$ cat config.mk
export PLATFORM = sky130hd
export DESIGN_NAME = semitone_transition_key_detector
export DESIGN_NICKNAME = d
export VERILOG_FILES = /design/src/rtl/core/stk_pkg.sv /design/src/rtl/core/semitone_transition_key_detector.sv /design/src/rtl/core/stk_bins.sv /design/src/rtl/core/stk_score.sv
export SDC_FILE = /design/constraint.sdc
export NUM_CORES = 2
export LEC_CHECK = 0
export BUFFER_PORTS_ARGS = -buffer_cell sky130_fd_sc_hd__buf_2
export CORE_UTILIZATION = 30
export DETAILED_ROUTE_END_ITERATION = 10
export GPL_TIMING_DRIVEN = 0
export SYNTH_ARGS = -nofsm -noshare
export SYNTH_HDL_FRONTEND = slang
export SYNTH_HIERARCHICAL = 1
export SYNTH_SLANG_ARGS = --single-unit
$ cat constraint.sdc
create_clock -name clock -period 16.82 [get_ports clock]
set_input_delay 2.523 -clock clock [delete_from_list [all_inputs] [get_ports clock]]
set_output_delay 2.523 -clock clock [all_outputs]
set_load 0.005 [all_outputs]
$ cat src/rtl/core/stk_pkg.sv
// ---------------------------------------------------------------------------
// stk_pkg
// shared constants, types and helpers of the semitone transition key detector
// ---------------------------------------------------------------------------
package stk_pkg;

   localparam int COUNT_WIDTH_DEF = 16;
   localparam int PITCH_W         = 7;
   localparam int CLASSES         = 12;
   localparam int CLASS_W         = 4;
   localparam int KEYS            = 15;
   localparam int KEY_SLOTS       = 16;
   localparam int KEY_W           = 4;
   localparam int FIFTHS_W        = 4;
   localparam int BEST_W          = 17;
   localparam int RANK_W          = 4;

   // pitch mod 12 by reciprocal: q = (p * 43) >> 9 is exact for 7-bit p
   localparam int MOD12_RECIP = 43;
   localparam int MOD12_SHIFT = 9;
   localparam int PROD_W      = 13;

   typedef logic [CLASS_W-1:0] class_type;
   typedef logic [KEY_W-1:0]   key_idx_type;
   typedef logic [RANK_W-1:0]  rank_type;

   // key index 0..14 maps to fifths -7..7: add 9 modulo 16
   localparam key_idx_type FIFTHS_OFFSET = 4'd9;

   // bins scored per key, from -7 fifths up to +7 fifths
   localparam class_type KEY_BIN_A [KEYS] =
      '{4'd3, 4'd10, 4'd5, 4'd0, 4'd7, 4'd2, 4'd9, 4'd4,
        4'd11, 4'd6, 4'd1, 4'd8, 4'd3, 4'd10, 4'd5};
   localparam class_type KEY_BIN_B [KEYS] =
      '{4'd10, 4'd5, 4'd0, 4'd7, 4'd2, 4'd9, 4'd4, 4'd11,
        4'd6, 4'd1, 4'd8, 4'd3, 4'd10, 4'd5, 4'd0};

   // tie order: 2*|fifths| plus one for sharps, lower wins
   localparam rank_type KEY_RANK [KEYS] =
      '{4'd14, 4'd12, 4'd10, 4'd8, 4'd6, 4'd4, 4'd2, 4'd0,
        4'd3, 4'd5, 4'd7, 4'd9, 4'd11, 4'd13, 4'd15};

   typedef struct packed {
      logic      hit;
      class_type cls;
      logic      last;
   } pair_dec_type;

   function automatic class_type pitch_class(input logic [PITCH_W-1:0] p);
      logic [PROD_W-1:0] prod;
      logic [3:0]        q;
      logic [7:0]        r;
      prod = PROD_W'(p) * PROD_W'(MOD12_RECIP);
      q    = prod[PROD_W-1:MOD12_SHIFT];
      r    = {1'b0, p} - (8'(q) * 8'(CLASSES));
      return r[CLASS_W-1:0];
   endfunction

endpackage

$ cat src/rtl/core/semitone_transition_key_detector.sv
// ---------------------------------------------------------------------------
// semitone_transition_key_detector
// key signature estimate from semitone steps between consecutive chords
// ---------------------------------------------------------------------------
// each input beat carries one note pair from two consecutive chords; a pair
// one semitone apart bumps the saturating bin of the lower pitch's class. a
// beat with last_pair set closes the piece: its own pair is counted, the 15
// key signatures (-7..7 fifths) are scored as the sum of two bins each, the
// best key goes out with its score (ties go to fewer accidentals, then to the
// flat key) and the histogram starts over from zero. the block takes one beat
// per clock; a key result passes through the snapshot register and then the
// result register. the input stalls only while a scored snapshot is waiting
// behind a stalled result
// ---------------------------------------------------------------------------
module semitone_transition_key_detector #(
   parameter int COUNT_WIDTH = stk_pkg::COUNT_WIDTH_DEF
) (
   input  logic                                clock,
   input  logic                                reset,
   // pair beats
   input  logic                                req_valid,
   output logic                                req_stall,
   input  logic [stk_pkg::PITCH_W-1:0]         req_pitch_a,
   input  logic [stk_pkg::PITCH_W-1:0]         req_pitch_b,
   input  logic                                req_pair_valid,
   input  logic                                req_last_pair,
   // key beats
   output logic                                rsp_valid,
   input  logic                                rsp_stall,
   output logic signed [stk_pkg::FIFTHS_W-1:0] rsp_key_fifths,
   output logic [stk_pkg::BEST_W-1:0]          rsp_best_score
);

   stk_pkg::pair_dec_type    dec;
   logic [stk_pkg::PITCH_W-1:0] pitch_lo;
   logic                     semitone;
   logic                     take;
   logic                     snap_valid;
   logic [COUNT_WIDTH-1:0]   snap_counts [stk_pkg::CLASSES];

   // pair decode: one semitone apart, checked one bit wider so 0 vs 127 is no step
   assign pitch_lo = (req_pitch_a < req_pitch_b) ? req_pitch_a : req_pitch_b;
   assign semitone = ({1'b0, req_pitch_a} == ({1'b0, req_pitch_b} + 8'd1)) ||
                     ({1'b0, req_pitch_b} == ({1'b0, req_pitch_a} + 8'd1));

   always_comb begin
      dec.hit  = req_pair_valid && semitone;
      dec.cls  = stk_pkg::pitch_class(pitch_lo);
      dec.last = req_last_pair;
   end

   // histogram, snapshot taken on the closing beat
   stk_bins #(
      .COUNT_WIDTH (COUNT_WIDTH)
   ) u_bins (
      .clock       (clock),
      .reset       (reset),
      .req_valid   (req_valid),
      .req_stall   (req_stall),
      .dec         (dec),
      .take        (take),
      .snap_valid  (snap_valid),
      .snap_counts (snap_counts)
   );

   // key scores, selection and result register
   stk_score #(
      .COUNT_WIDTH (COUNT_WIDTH)
   ) u_score (
      .clock          (clock),
      .reset          (reset),
      .snap_valid     (snap_valid),
      .snap_counts    (snap_counts),
      .take           (take),
      .rsp_valid      (rsp_valid),
      .rsp_stall      (rsp_stall),
      .rsp_key_fifths (rsp_key_fifths),
      .rsp_best_score (rsp_best_score)
   );

endmodule

$ cat src/rtl/core/stk_bins.sv
// ---------------------------------------------------------------------------
// stk_bins
// pitch class histogram with saturating bins and snapshot on the last beat
// ---------------------------------------------------------------------------
module stk_bins #(
   parameter int COUNT_WIDTH = stk_pkg::COUNT_WIDTH_DEF
) (
   input  logic                     clock,
   input  logic                     reset,
   input  logic                     req_valid,
   output logic                     req_stall,
   input  stk_pkg::pair_dec_type    dec,
   input  logic                     take,
   output logic                     snap_valid,
   output logic [COUNT_WIDTH-1:0]   snap_counts [stk_pkg::CLASSES]
);

   logic [COUNT_WIDTH-1:0] count_ff  [stk_pkg::CLASSES];
   logic [COUNT_WIDTH-1:0] count_in  [stk_pkg::CLASSES];
   logic [COUNT_WIDTH-1:0] count_upd [stk_pkg::CLASSES];
   logic [COUNT_WIDTH-1:0] snap_ff   [stk_pkg::CLASSES];
   logic                   snap_valid_ff;
   logic                   snap_valid_in;
   logic                   accept;

   // a waiting snapshot blocks the channel only while it cannot move on
   assign req_stall = snap_valid_ff && !take;
   assign accept    = req_valid && !req_stall;

   always_comb begin
      for (int i = 0; i < stk_pkg::CLASSES; i++) begin
         logic inc;
         inc = dec.hit && (dec.cls == stk_pkg::CLASS_W'(i)) && (count_ff[i] != '1);
         count_upd[i] = count_ff[i] + COUNT_WIDTH'(inc);
         if (accept) begin
            count_in[i] = dec.last ? '0 : count_upd[i];
         end else begin
            count_in[i] = count_ff[i];
         end
      end
   end

   always_comb begin
      snap_valid_in = snap_valid_ff;
      if (accept && dec.last) begin
         snap_valid_in = 1'b1;
      end else if (take) begin
         snap_valid_in = 1'b0;
      end
   end

   always_ff @(posedge clock) begin
      if (reset) begin
         snap_valid_ff <= 1'b0;
         for (int i = 0; i < stk_pkg::CLASSES; i++) begin
            count_ff[i] <= '0;
         end
      end else begin
         snap_valid_ff <= snap_valid_in;
         count_ff      <= count_in;
      end
   end

   always_ff @(posedge clock) begin
      if (accept && dec.last) begin
         snap_ff <= count_upd;
      end
   end

   assign snap_valid  = snap_valid_ff;
   assign snap_counts = snap_ff;

endmodule

$ cat src/rtl/core/stk_score.sv
// ---------------------------------------------------------------------------
// stk_score
// key scoring, tie-ordered selection tree and result register
// ---------------------------------------------------------------------------
module stk_score #(
   parameter int COUNT_WIDTH = stk_pkg::COUNT_WIDTH_DEF
) (
   input  logic                              clock,
   input  logic                              reset,
   input  logic                              snap_valid,
   input  logic [COUNT_WIDTH-1:0]            snap_counts [stk_pkg::CLASSES],
   output logic                              take,
   output logic                              rsp_valid,
   input  logic                              rsp_stall,
   output logic signed [stk_pkg::FIFTHS_W-1:0] rsp_key_fifths,
   output logic [stk_pkg::BEST_W-1:0]        rsp_best_score
);

   localparam int SW = COUNT_WIDTH + 1;

   logic [SW-1:0]            sc0 [stk_pkg::KEY_SLOTS];
   stk_pkg::key_idx_type     kx0 [stk_pkg::KEY_SLOTS];
   logic [SW-1:0]            sc1 [8];
   stk_pkg::key_idx_type     kx1 [8];
   logic [SW-1:0]            sc2 [4];
   stk_pkg::key_idx_type     kx2 [4];
   logic [SW-1:0]            sc3 [2];
   stk_pkg::key_idx_type     kx3 [2];
   logic [SW-1:0]            win_score;
   stk_pkg::key_idx_type     win_key;

   logic                     rsp_valid_ff;
   logic                     rsp_valid_in;
   logic [SW-1:0]            score_ff;
   stk_pkg::key_idx_type     key_ff;

   // true when candidate a beats candidate b
   function automatic logic pick_a(input logic [SW-1:0] sa, input stk_pkg::key_idx_type ka,
                                   input logic [SW-1:0] sb, input stk_pkg::key_idx_type kb);
      return (sa > sb) ||
             ((sa == sb) && (stk_pkg::KEY_RANK[ka] < stk_pkg::KEY_RANK[kb]));
   endfunction

   always_comb begin
      for (int i = 0; i < stk_pkg::KEYS; i++) begin
         sc0[i] = {1'b0, snap_counts[stk_pkg::KEY_BIN_A[i]]} +
                  {1'b0, snap_counts[stk_pkg::KEY_BIN_B[i]]};
         kx0[i] = stk_pkg::KEY_W'(i);
      end
      // spare slot repeats the last key so it never changes the outcome
      sc0[stk_pkg::KEY_SLOTS-1] = sc0[stk_pkg::KEYS-1];
      kx0[stk_pkg::KEY_SLOTS-1] = kx0[stk_pkg::KEYS-1];

      for (int i = 0; i < 8; i++) begin
         if (pick_a(sc0[2*i], kx0[2*i], sc0[2*i+1], kx0[2*i+1])) begin
            sc1[i] = sc0[2*i];
            kx1[i] = kx0[2*i];
         end else begin
            sc1[i] = sc0[2*i+1];
            kx1[i] = kx0[2*i+1];
         end
      end
      for (int i = 0; i < 4; i++) begin
         if (pick_a(sc1[2*i], kx1[2*i], sc1[2*i+1], kx1[2*i+1])) begin
            sc2[i] = sc1[2*i];
            kx2[i] = kx1[2*i];
         end else begin
            sc2[i] = sc1[2*i+1];
            kx2[i] = kx1[2*i+1];
         end
      end
      for (int i = 0; i < 2; i++) begin
         if (pick_a(sc2[2*i], kx2[2*i], sc2[2*i+1], kx2[2*i+1])) begin
            sc3[i] = sc2[2*i];
            kx3[i] = kx2[2*i];
         end else begin
            sc3[i] = sc2[2*i+1];
            kx3[i] = kx2[2*i+1];
         end
      end
      if (pick_a(sc3[0], kx3[0], sc3[1], kx3[1])) begin
         win_score = sc3[0];
         win_key   = kx3[0];
      end else begin
         win_score = sc3[1];
         win_key   = kx3[1];
      end
   end

   assign take = snap_valid && (!rsp_valid_ff || !rsp_stall);

   always_comb begin
      rsp_valid_in = rsp_valid_ff;
      if (take) begin
         rsp_valid_in = 1'b1;
      end else if (!rsp_stall) begin
         rsp_valid_in = 1'b0;
      end
   end

   always_ff @(posedge clock) begin
      if (reset) begin
         rsp_valid_ff <= 1'b0;
      end else begin
         rsp_valid_ff <= rsp_valid_in;
      end
   end

   always_ff @(posedge clock) begin
      if (take) begin
         score_ff <= win_score;
         key_ff   <= win_key + stk_pkg::FIFTHS_OFFSET;
      end
   end

   assign rsp_valid      = rsp_valid_ff;
   assign rsp_key_fifths = $signed(key_ff);

   generate
      if (SW >= stk_pkg::BEST_W) begin : g_trunc
         assign rsp_best_score = score_ff[stk_pkg::BEST_W-1:0];
      end else begin : g_ext
         assign rsp_best_score = {{(stk_pkg::BEST_W-SW){1'b0}}, score_ff};
      end
   endgenerate

endmodule

=== After elaboration in Yosys (flattened, before gate mapping) ===
Memory sizes are Yosys's and may differ from the RTL's.
Cells that the tools add are included.
Widths: inputs -> output; s select.

* Add/sub/neg operators: 28
* Multipliers: 2
* Magnitude comparators: 34
* Equality and inequality tests: 36
* Muxes and demuxes: 71
* Bitwise gates (word level): 13
* Reduce and logical (&&, ||, !) cells: 54

{| class="wikitable"
|+ Operator list
! kind !! count
|-
| $mux 17 || 14
|-
| $gt 17x17->1 || 13
|-
| $add 16x16->17 || 12
|-
| $add 16x1->16 || 12
|-
| $mux 16 || 12
|-
| $ne 16x16->1 const B || 12
|-
| $eq 17x17->1 || 10
|-
| $mux 4 || 33
|-
| $ge 5x5->1 const B || 13
|-
| $not 4->5 || 13
|-
| $logic_and 1x1->1 || 36
|-
| $lt 4x4->1 || 6
|-
| $add 7x1->8 const B || 2
|-
| $eq 4x3->1 const B || 4
|-
| $eq 4x4->1 const B || 4
|-
| $eq 7x8->1 || 2
|-
| $mul 7x6->13 const B || 1
|-
| $logic_or 1x1->1 || 12
|-
| $mux 1 || 11
|-
| $eq 4x2->1 const B || 2
|-
| $lt 7x7->1 || 1
|-
| $mux 7 || 1
|-
| $add 4x4->4 const B || 1
|-
| $eq 4x1->1 const B || 1
|-
| other kinds (7) || 10
|}

* Register bits after elaboration: 407
* Bits in read-only memories: 832
* Bits of input ports: 20
* Output and inout bits: 23
* Logic and storage cells: 279
* Memories kept: 13

{| class="wikitable"
|+ Memory list
! name !! depth !! width !! rd ports !! clocked after memory_dff !! write ports !! RTL line !! text
|-
| (no name shown) || 16 || 4 || 1 || 0 || 0 || stk_score.sv:41 || <nowiki>((sa == sb) && (stk_pkg::KEY_RANK[ka] < stk_pkg::KEY_RANK[kb]));</nowiki>
|-
| (no name shown) || 16 || 4 || 1 || 0 || 0 || stk_score.sv:41 ||
|-
| (no name shown) || 16 || 4 || 1 || 0 || 0 || stk_score.sv:41 ||
|-
| (no name shown) || 16 || 4 || 1 || 0 || 0 || stk_score.sv:41 ||
|-
| (no name shown) || 16 || 4 || 1 || 0 || 0 || stk_score.sv:41 ||
|-
| (no name shown) || 16 || 4 || 1 || 0 || 0 || stk_score.sv:41 ||
|-
| 7 more memories || - || - || - || - || - || - ||
|}

=== Logic depth before layout (Yosys ltp) ===
* Word-level depth: 29
* Depth in mapped cells: 58
* Gate-level depth less buffers: 54

=== Hierarchy ===
The synthesis kept the hierarchy.

{| class="wikitable"
|+ Modules (own cells, without submodules)
! module !! instances !! cells an instance !! area an instance (µm²) !! sequential area each (µm²)
|-
| stk_bins || 1 || 1737 || 17774.5 || 9629.2
|-
| stk_score || 1 || 2203 || 17010.1 || 650.6
|-
| semitone_transition_key_detector || 1 || 168 || 1316.3 || 0.0
|}

=== Least setup slack after synthesis ===
Ideal clock, no wire load.

* Path kind: register to register
* Start point: register u_bins.snap_ff, in the netlist u_bins/snap_counts[32]
* End point: register u_score.key_ff[2], in the netlist u_score/rsp_key_fifths[2], data pin
* Setup time: 263 ps
* Arrival: 11438 ps
* Data required time: 16557 ps
* Setup slack: 5119 ps
* Stages on the path, launching flop included: 56
* Path buffers: 7
* Clock period less this slack: 11701 ps
* Path through: edfxtp_1 > ha_1 > fa_1 > a21o_1 > a21oi_1 > o21ai_0 > a221o_1 > a21oi_1 > o21ai_0 > xor2_1 > inv_1 > ha_1 > a21o_1 > a21o_1 > a21oi_1 > nand4_1 > nand2_1 > clkbuf_1 > (+20 left out) > buf_1 > mux2i_1 > inv_1 > ha_1 > nor2b_1 > o21a_1 > o21a_1 > o211ai_1 > a21boi_0 > o31ai_1 > a21oi_1 > nor3_1 > nand4b_1 > o22ai_1 > buf_4 > mux2_4 > ha_1 > xnor2_1

* Cells in the longest elaborated chain, start to end: 28
* Elaborated cells on any way between the ends: 45
* Classes of those cells: add/sub (3); order compare (8); eq/ne (3); mux (17); bitwise (4); reduce/logical (6); memory (4)

{| class="wikitable"
|+ Ends and longest elaborated chain
! element !! RTL line !! text
|-
| start, declared || stk_bins.sv:21 || <nowiki>logic [COUNT_WIDTH-1:0] snap_ff [stk_pkg::CLASSES];</nowiki>
|-
| start signal, assigned || stk_bins.sv:66 || <nowiki>snap_ff <= count_upd;</nowiki>
|-
| $add 16x16->17 || stk_score.sv:46 || <nowiki>sc0[i] = {1'b0, snap_counts[stk_pkg::KEY_BIN_A[i]]} +</nowiki>
|-
| $gt 17x17->1 || stk_score.sv:40 || <nowiki>return (sa > sb) ||</nowiki>
|-
| $mux 1 || stk_score.sv:55 || <nowiki>if (pick_a(sc0[2*i], kx0[2*i], sc0[2*i+1], kx0[2*i+1])) begin</nowiki>
|-
| $not 4->5 (implied by the code) || stk_score.sv:41 ||
|-
| $mem_v2 16x4 || - ||
|-
| $mux 4 (implied by the code) (2 in series) || stk_score.sv:41 ||
|-
| $lt 4x4->1 || stk_score.sv:41 ||
|-
| $logic_and 1x1->1 || stk_score.sv:41 ||
|-
| (+10 left out) || - ||
|-
| $not 4->5 (implied by the code) || stk_score.sv:41 ||
|-
| $mem_v2 16x4 || - ||
|-
| $mux 4 (implied by the code) (2 in series) || stk_score.sv:41 ||
|-
| $lt 4x4->1 || stk_score.sv:41 ||
|-
| $logic_and 1x1->1 || stk_score.sv:41 ||
|-
| $logic_or 1x1->1 || stk_score.sv:40 ||
|-
| $mux 4 * || stk_score.sv:81 || <nowiki>if (pick_a(sc3[0], kx3[0], sc3[1], kx3[1])) begin</nowiki>
|-
| $add 4x4->4 * || stk_score.sv:112 || <nowiki>key_ff <= win_key + stk_pkg::FIFTHS_OFFSET;</nowiki>
|-
| end signal, assigned || stk_score.sv:112 ||
|-
| end, declared || stk_score.sv:35 || <nowiki>stk_pkg::key_idx_type key_ff;</nowiki>
|}

Every way passes the cells marked *; elsewhere a longest branch is shown, timed or not. The select of a mux whose other input is x is not followed.
A chain may end at the register's enable or synchronous reset.

=== Worst setup path in the final report ===
* Start point: register u_bins.snap_ff, in the netlist u_bins/snap_counts[144]
* End point: register u_score.key_ff[2], in the netlist u_score/rsp_key_fifths[2], data pin

Same word-level chain as after synthesis.

==> results.py <==
metrics = {
    "status": {
        "status": "complete, no violations",
    },
    "cts": {
        "post_cts.repair.setup_buffers": 0,
        "clk_latency_ps": 620,
        "path_clk_slew_ps": 80,
        "cts_buffers": 46,
        "cts_tree": "yes",
        "clk_path_buf_depth": 3,
        "cts_hold_buf": 0,
        "cts_repair_resize_count": 0,
        "cts.sinks": 407,
        "htreeDepth": 2,
        "root_buffer": "clkbuf_16",
    },
    "sta": {
        "setup_ws_ps": 2310,
        "setup_tns_ps": 0,
        "rsz0062_at_grt": "no",
        "maxSlewViolCount": 0,
        "max_freq_ghz": 0.0689,
        "finalHoldViolations": 0,
        "relSlewSlack_pct": 9.26,
        "skew_ps": 56.7,
        "tightest_slew_ps": 1360,
        "period_share_pct": 86.3,
        "finalCriticalPeriod_ps": 14510,
        "setup_violations": 0,
    },
    "global_routing": {
        "grt_pass1_vias": 29200,
        "antenna_found_initial": 5,
        "grt_overflow": 0,
        "grt_use_met3_pct": 3.13,
        "use_met1_pct": 28.7,
        "grtUsageTotal_pct": 20.0,
        "grt_use_met2_pct": 29.9,
        "top_usage_layer": "met2",
        "grt_pass1_wl_um": 185000,
        "grt_max_degree": 124,
    },
    "detailed_routing": {
        "viasPerCell": 5.52,
        "postRouteAntennaNets": 0,
        "drt_iter0_drc": 3742,
        "routed_wl_um": 125000,
        "wire_per_inst_um": 21.5,
        "vias": 32200,
        "dr.pass1.iters": 7,
        "drcViolationCount": 0,
    },
    "setup_path": {
        "crit_top_cell": "a21oi_1",
        "cp_max_fo": 10,
        "slowest_stage": "mux2i_1",
        "worstPathArrival_ps": 14850,
        "endpoint_kind": "flop",
        "cp_top_family": "compound AO/OA/AOI/OAI gates",
        "crit_buf_inv": 11,
        "cp_slowest_stage_delay_ps": 590,
        "worstSetupPathType": "reg2reg",
        "critPathRequiredTime_ps": 17160,
        "start_kind": "flop",
    },
    "placed_design": {
        "place.gp.congestion": 0.982,
        "io_buffers": 40,
        "dpl.hpwl_um": 103000,
        "preCtsSetupSlack_ps": 2400,
        "placed_area_um2": 38300,
    },
    "synthesis": {
        "synthArstFlopShare_pct": 0,
        "syn_area_per_cell_um2": 8.79,
        "seq_area_frac_synth_pct": 28.5,
        "yosys.area.top_type_share_pct": 17.7,
        "synth_cells": 4108,
        "ys.flop_type": "edfxtp_1",
        "syn_nets": 4632,
        "synth-edff-count": 213,
        "ys_types": 90,
        "synthTopCellsByArea": "edfxtp_1, ha_1, dfxtp_1",
        "netlist_area_um2": 36100,
        "yosysTopAreaCell": "edfxtp_1",
        "yosys_warnings": 6,
        "synth-seq-cells": 407,
    },
    "run": {
        "drv_cap": 0,
    },
    "floorplan": {
        "die_area_um2": 122000,
        "ios": 43,
        "initial_core_util_pct": 30.4,
        "core_area_um2": 119000,
        "rows": 126,
        "die_w_um": 349,
        "die_y_um": 349,
    },
    "pwr": {
        "p_leak_nw": 16.6,
        "ir_drop_uv": 304,
        "power.density_nw_per_um2": 137,
    },
    "cells_and_area": {
        "final_area_um2": 40000,
        "area_growth_pct": 10.7,
        "drive_gt1_share_pct": 5.62,
        "nNetsFinal": 4721,
        "post-route-util_pct": 33.7,
    },
    "worst_hold_path": {
        "min_path_type": "reg2reg",
    },
}
[worst min-delay path, delay by kind of cell (launching register included)]
family	cells	cell delay (ps)
simple gates	1	60
compound gates	1	50
flops	1	320
[cell usage in the layout, fill, tap and decap left out, types with 12 or more instances in the layout]
cell type and n:
nor2b_1 27, buf_2 65, inv_1 250, nor3_1 65
dfxtp_1 194, clkbuf_1 136, xor2_1 129, nand3b_1 24
o21a_1 49, a21oi_1 366, and2_1 12, clkbuf_16 46
a31oi_1 83, a211oi_1 24, mux2_2 40, edfxtp_1 213
and4_1 26, fa_1 18, ha_1 486, a22o_1 31
a41oi_1 22, or4_1 23, nand2b_1 50, nand2_1 241
buf_1 13, o31ai_1 12, and3_1 72, mux2i_1 120
or3_1 67, nand3_1 160, a21o_1 118, or2_2 12
o21ai_0 206, xnor2_1 220, o211ai_1 20, o21bai_1 32
nor2_1 217, nand4_1 104, o311ai_0 16, nor4_1 41
[per-layer routing]
metal	routed length, um	vias to the layer above
li1	-	15500
met1	57700	15200
met2	51900	1363
met3	10800	201
met4	5110	4
met5	22	-
[synthesized netlist by cell type, drive strengths merged (23+ instances only)]
library cell  number
edfxtp           213
and4              26
mux2i            121
a22o              31
or4               23
ha               486
nor2b             27
inv              251
nor4              41
xor2             129
nand2            241
buf               40
mux2              45
dfxtp            194
o21bai            32
nor3              70
a31oi             84
or3               68
a21oi            369
and3              72
a21o             118
nand3b            24
nor2             218
nand2b            50
o21a              49
a211oi            24
xnor2            220
nand3            160
clkbuf           135
o21ai            211
nand4            104
[registers in the layout, summed over array words and instances, names as in the netlist]
name	count
u_bins/count_ff	192
u_score/rsp_key_fifths	4
u_score/rsp_best_score	17
u_score/rsp_valid	1
u_bins/snap_valid	1
u_bins/snap_counts	192
[power breakdown]
| part | leakage [nW] | switching [W] | internal [W] |
|---|---|---|---|
| Combinational | 12.4 | 0.00188 | 0.00130 |
| Clock | 0.768 | 0.000460 | 0.000621 |
| Sequential | 3.53 | 0.0000373 | 0.00117 |
[through the flow]
step | hold slack [ps] | total power (W) | std cells
2_1_floorplan | 445 | 0.00353 | 4108
3_3_place_gp | 458 | 0.00432 | 5748
3_5_place_dp | 466 | 0.00435 | 5749
4_1_cts | 474 | 0.00545 | 5835
5_1_grt | 493 | 0.00585 | 5835
6_report | 473 | 0.00546 | 5836
[layout make-up]
cell class                      count  area (um^2)
Clock buffer                       54         1220
Inverter                          253          957
Tap cell                         1600         2000
Sequential cell                   407        10300
Clock inverter                     32          387
Buffer                            175          699
Antenna cell                        1         2.50
Multi-Input combinational cell   3273        24200
Fill cell                       12200        78800
Timing Repair Buffer               41          228
[cell families (layout without fill, tap and decap cells)]
logic type,Yosys count,count (layout),synth area share [%]
AOI/OAI and AO/OA,1080,1080,18.8
xor gates and xnor gates,349,349,8.47
adders and majority gates,504,504,17.8
buffers and inverters,428,555,4.57
DFF,407,407,28.5
muxes,166,166,4.81
other,0,1,0
and+or+nand+nor,1174,1174,17.0
[path summary, 6_finish.rpt]
check                               start                         to  depth (start not counted)  slack (ps)
setup reg to reg  u_bins/snap_counts[144]  u_score/rsp_key_fifths[2]                         56        2310
hold reg to reg        u_bins/count_ff[0]         u_bins/count_ff[0]                          2         470
hold / removal         u_bins/count_ff[0]         u_bins/count_ff[0]                          2         470
setup / recovery  u_bins/snap_counts[144]  u_score/rsp_key_fifths[2]                         56        2310
Note: power is estimated with default switching activity, not from simulation.
